[config.mk]
export PLATFORM = sky130hd
export DESIGN_NAME = ksm_ram
export DESIGN_NICKNAME = d
export VERILOG_FILES = /design/src/hw/rtl/ksm_ram.sv
export SDC_FILE = /design/constraint.sdc
export NUM_CORES = 1
export LEC_CHECK = 0
export ABC_CLOCK_PERIOD_IN_PS = 1800
export BUFFER_PORTS_ARGS = -buffer_cell sky130_fd_sc_hd__buf_2
export CAP_MARGIN = 20
export CELL_PAD_IN_SITES_DETAIL_PLACEMENT = 0
export CELL_PAD_IN_SITES_GLOBAL_PLACEMENT = 1
export CORE_ASPECT_RATIO = 1.25
export CORE_MARGIN = 2
export CORE_UTILIZATION = 50
export CTS_CLUSTER_SIZE = 10
export DETAILED_ROUTE_END_ITERATION = 16
export HOLD_SLACK_MARGIN = 0.08
export PLACE_DENSITY_LB_ADDON = 0.1
export SETUP_SLACK_MARGIN = 0.4
export SLEW_MARGIN = 5
export SYNTH_ARGS = -nofsm -noshare
export SYNTH_HDL_FRONTEND = slang
export SYNTH_SLANG_ARGS = --single-unit
[constraint.sdc]
create_clock -name clk -period 1.8 [get_ports clk]
set_input_delay 0.09 -clock clk [delete_from_list [all_inputs] [get_ports clk]]
set_output_delay 0.09 -clock clk [all_outputs]
set_load 0.03 [all_outputs]
[src/hw/rtl/ksm_ram.sv]
// Generic single-write, single-read synchronous RAM with registered read data.
// No dependencies.
`timescale 1ns / 1ps
`default_nettype none

module ksm_ram #(
    parameter int WIDTH = 8,
    parameter int DEPTH = 16
) (
    input  wire logic                                    clk,
    input  wire logic                                    we,
    input  wire logic [(DEPTH > 1 ? $clog2(DEPTH) : 1)-1:0] waddr,
    input  wire logic [WIDTH-1:0]                        wdata,
    input  wire logic [(DEPTH > 1 ? $clog2(DEPTH) : 1)-1:0] raddr,
    output logic      [WIDTH-1:0]                        rdata
);

    logic [WIDTH-1:0] mem [DEPTH];

    always_ff @(posedge clk)
    begin
        if (we)
        begin
            mem[waddr] <= wdata;
        end
        rdata <= mem[raddr];
    end

endmodule

`default_nettype wire

==> reports/qor.csv <==
stage;metric;value;unit
sta;skew final;0.00374;ns
cells_and_area;share of cells above drive strength 1;0.309;
sta;final setup vio count;0;
synth;Warnings, synthesis;0;
sta;Hold Fails Final Rpt;0;
cells_and_area;commonest non-fill, non-tap cell in the layout;edfxtp_1;
cells_and_area;Fillers;744;
die;boundary pin count;26;
worst_setup_path;CP max stage delay;0.57;ns
synth;register area share after synthesis;0.778;
synth;flop and latch count out of synthesis;136;
route;drt first pass iters;4;
place;routability cong.;0.743;
route;WL per Instance;23.4;µm
clock_tree;Max clock buf depth;2;
power_and_ir_drop;P_leak;2.13;nW
worst_setup_path;critical-path cell list;mux4_1 -> a22oi_1 -> nand2_1;
clock_tree;root buffer cell;clkbuf_16;
cells_and_area;design area;0.00618;mm²
route;Starting DRT DRC Count;228;
min_path;Hold WC Path Type;in -> reg;
clock_tree;H-tree Lvls;4;
route;routed wire length;10.1;mm
global_routing;first-pass GRT wire length;15.3;mm
place;Post-Place Cell Area;0.00554;mm²
synth;Yosys cell types;19;
synth;Synth Instances;229;
cells_and_area;Area Overhead vs Synth;20.1;%
clock_tree;CTS tree;done;
run_status;status;finished, final reports clean;
sta;RSZ-0062 raised after global routing;no;
run;max-cap violation count;0;
worst_setup_path;Worst Setup End Kind;flip-flop;
synth;post-synth top area share;0.747;
sta;worst slew pin tran;0.452;ns
worst_setup_path;worst setup path category;reg -> reg;
die;die area;0.0111;mm²
route;via count;2463;
global_routing;initial antenna violation count;0;
global_routing;largest net degree at the start of global routing;33;
die;std cell rows;41;
clock_tree;Clock Latency Late Sink;0.40;ns
route;Remaining DRCs;0;
die;Chip Width;94.8;µm
sta;part of the cycle the worst path needs;0.736;
power_and_ir_drop;VDD IR-drop max;0.755;mV
die;die height;117;µm
sta;Setup TNS;0;ns
cells_and_area;# nets final;307;
worst_setup_path;Worst setup SP type;flip-flop;
clock_tree;clock sink count;136;
clock_tree;Post-CTS Setup Repair Bufs;0;
sta;Fmax achieved;755;MHz
sta;max-slew violation count;0;
cells_and_area;number of inserted diodes;0;
route;post-route ant nets;0;
synth;Mean Syn Cell Area;22.5;µm²
power_and_ir_drop;Power Dens Cells;1200;mW/mm²
worst_setup_path;Slowest-stage cell, CP;mux4_1;
route;Via density;5.73;
global_routing;vias in the first global route;2542;
place;post-DP HPWL;6.51;mm
worst_setup_path;Worst Path Required;2.09;ns
die;core area;0.0101;mm²
global_routing;grt total ovfl;0;
global_routing;Overall Global Routing Usage;0.200;
cells_and_area;commonest cells after routing, fill and taps aside;edfxtp_1 (128), buf_2 (25), buf_4 (19), mux4_2 (18), clkbuf_16 (17);
synth;Mapped Nets;247;
synth;Cell Area, Synth;0.00515;mm²
power_and_ir_drop;Total Power Consumption;0.00740;W
sta;Slew headroom;0.699;
die;Starting Density;0.512;
synth;Yosys top cell by area;edfxtp_1;
sta;Min Clock Period, post-route;1.33;ns
clock_tree;Inserted Clock Buffers;17;
synth;most area-consuming cells after synthesis;edfxtp_1 (75%), mux4_2 (7.9%), mux4_1 (7.1%);
clock_tree;clock-pin slew of the registers on the worst-case setup and hold paths;0.05;ns
worst_setup_path;CP arrival;1.62;ns
worst_setup_path;Max FO, Critical Path;1;
place;port buffer count;25;
state kept, by name, indices dropped and copies added (netlist names):
signal / count
rdata: 8
mem: 128
critical path: cells and delay by family, from the launching register on:
kind,cells,cell delay (ns)
AO/OA/AOI/OAI,1,0.22
flip-flops,1,0.36
multiplexers,1,0.57
AND/OR/NAND/NOR,1,0.06
metal layers:
metal,vias up,share of wire,wire length [µm],global-route usage
met3,15,0.038,384,0.0507
met2,63,0.52,5230,0.319
met1,1295,0.43,4350,0.278
met5,-,0,0,0
met4,0,0.011,108,0.0543
li1,1090,-,-,-
cell type report:
class / instances / area (µm²) / share of cell area
clock buffers: 20 / 437 / 0.0706
repair buffers: 51 / 358 / 0.0579
clock inverters: 11 / 155 / 0.0251
multi-input cells: 83 / 1070 / 0.173
flip-flops and latches: 136 / 4000 / 0.648
well taps: 129 / 161 / 0.0261
what timing repair did:
item	in CTS	in global routing
gates resized for setup	1	0
endpoints found under the hold margin	62	0
endpoints found under the setup margin	1	1
hold buffers	5	0
pin swaps	0	1
gates cloned	0	0
path summary, 6_finish.rpt:
check	from	endpoint	slack (ns)	cells after the start
worst max register to register	mem[9][5]$_DFFE_PP_	rdata[5]$_DFF_P_	0.47	3
worst max-delay path	mem[9][5]$_DFFE_PP_	rdata[5]$_DFF_P_	0.47	3
worst min-delay path	wdata[3]	mem[3][3]$_DFFE_PP_	0.09	1
worst min register to register	mem[4][0]$_DFFE_PP_	rdata[0]$_DFF_P_	0.67	3
where the power goes:
part | internal [W] | leakage (nW) | total, W | switching (W)
registers | 0.00354 | 1.22 | 0.00356 | 0.0000221
logic | 0.000154 | 0.613 | 0.000383 | 0.000229
clock network | 0.00229 | 0.288 | 0.00345 | 0.00117
synth_stat cells (all sizes together):
master,count
clkdlybuf4s25,3
nor3,4
mux4,32
or3b,1
nand2b,2
dfxtp,8
buf,7
nor2,13
nand3b,2
edfxtp,128
nand2,9
a22oi,16
nor2b,1
and2b,1
nand3,1
and2,1
stage by stage:
step                instances  hold WS (ns)  utilization  setup slack, ns
floorplan                 229         0.189            -            0.444
global placement          394         0.473        0.551            0.146
detailed placement        394         0.480        0.551            0.158
CTS                       430        0.0814        0.615            0.460
global route              430        0.0982        0.615            0.404
finish                    430        0.0927        0.615            0.475
cell families (layout without fill, tap and decap cells):
| logic type | after synthesis | in the layout | share of synthesized area |
|---|---|---|---|
| flip-flops | 136 | 136 | 0.778 |
| AND/OR/NAND/NOR | 35 | 35 | 0.0318 |
| multiplexers | 32 | 32 | 0.150 |
| AO/OA/AOI/OAI | 16 | 16 | 0.0233 |
| buffers and inverters | 10 | 82 | 0.0168 |
No activity file was read; power rests on OpenSTA's default activity.
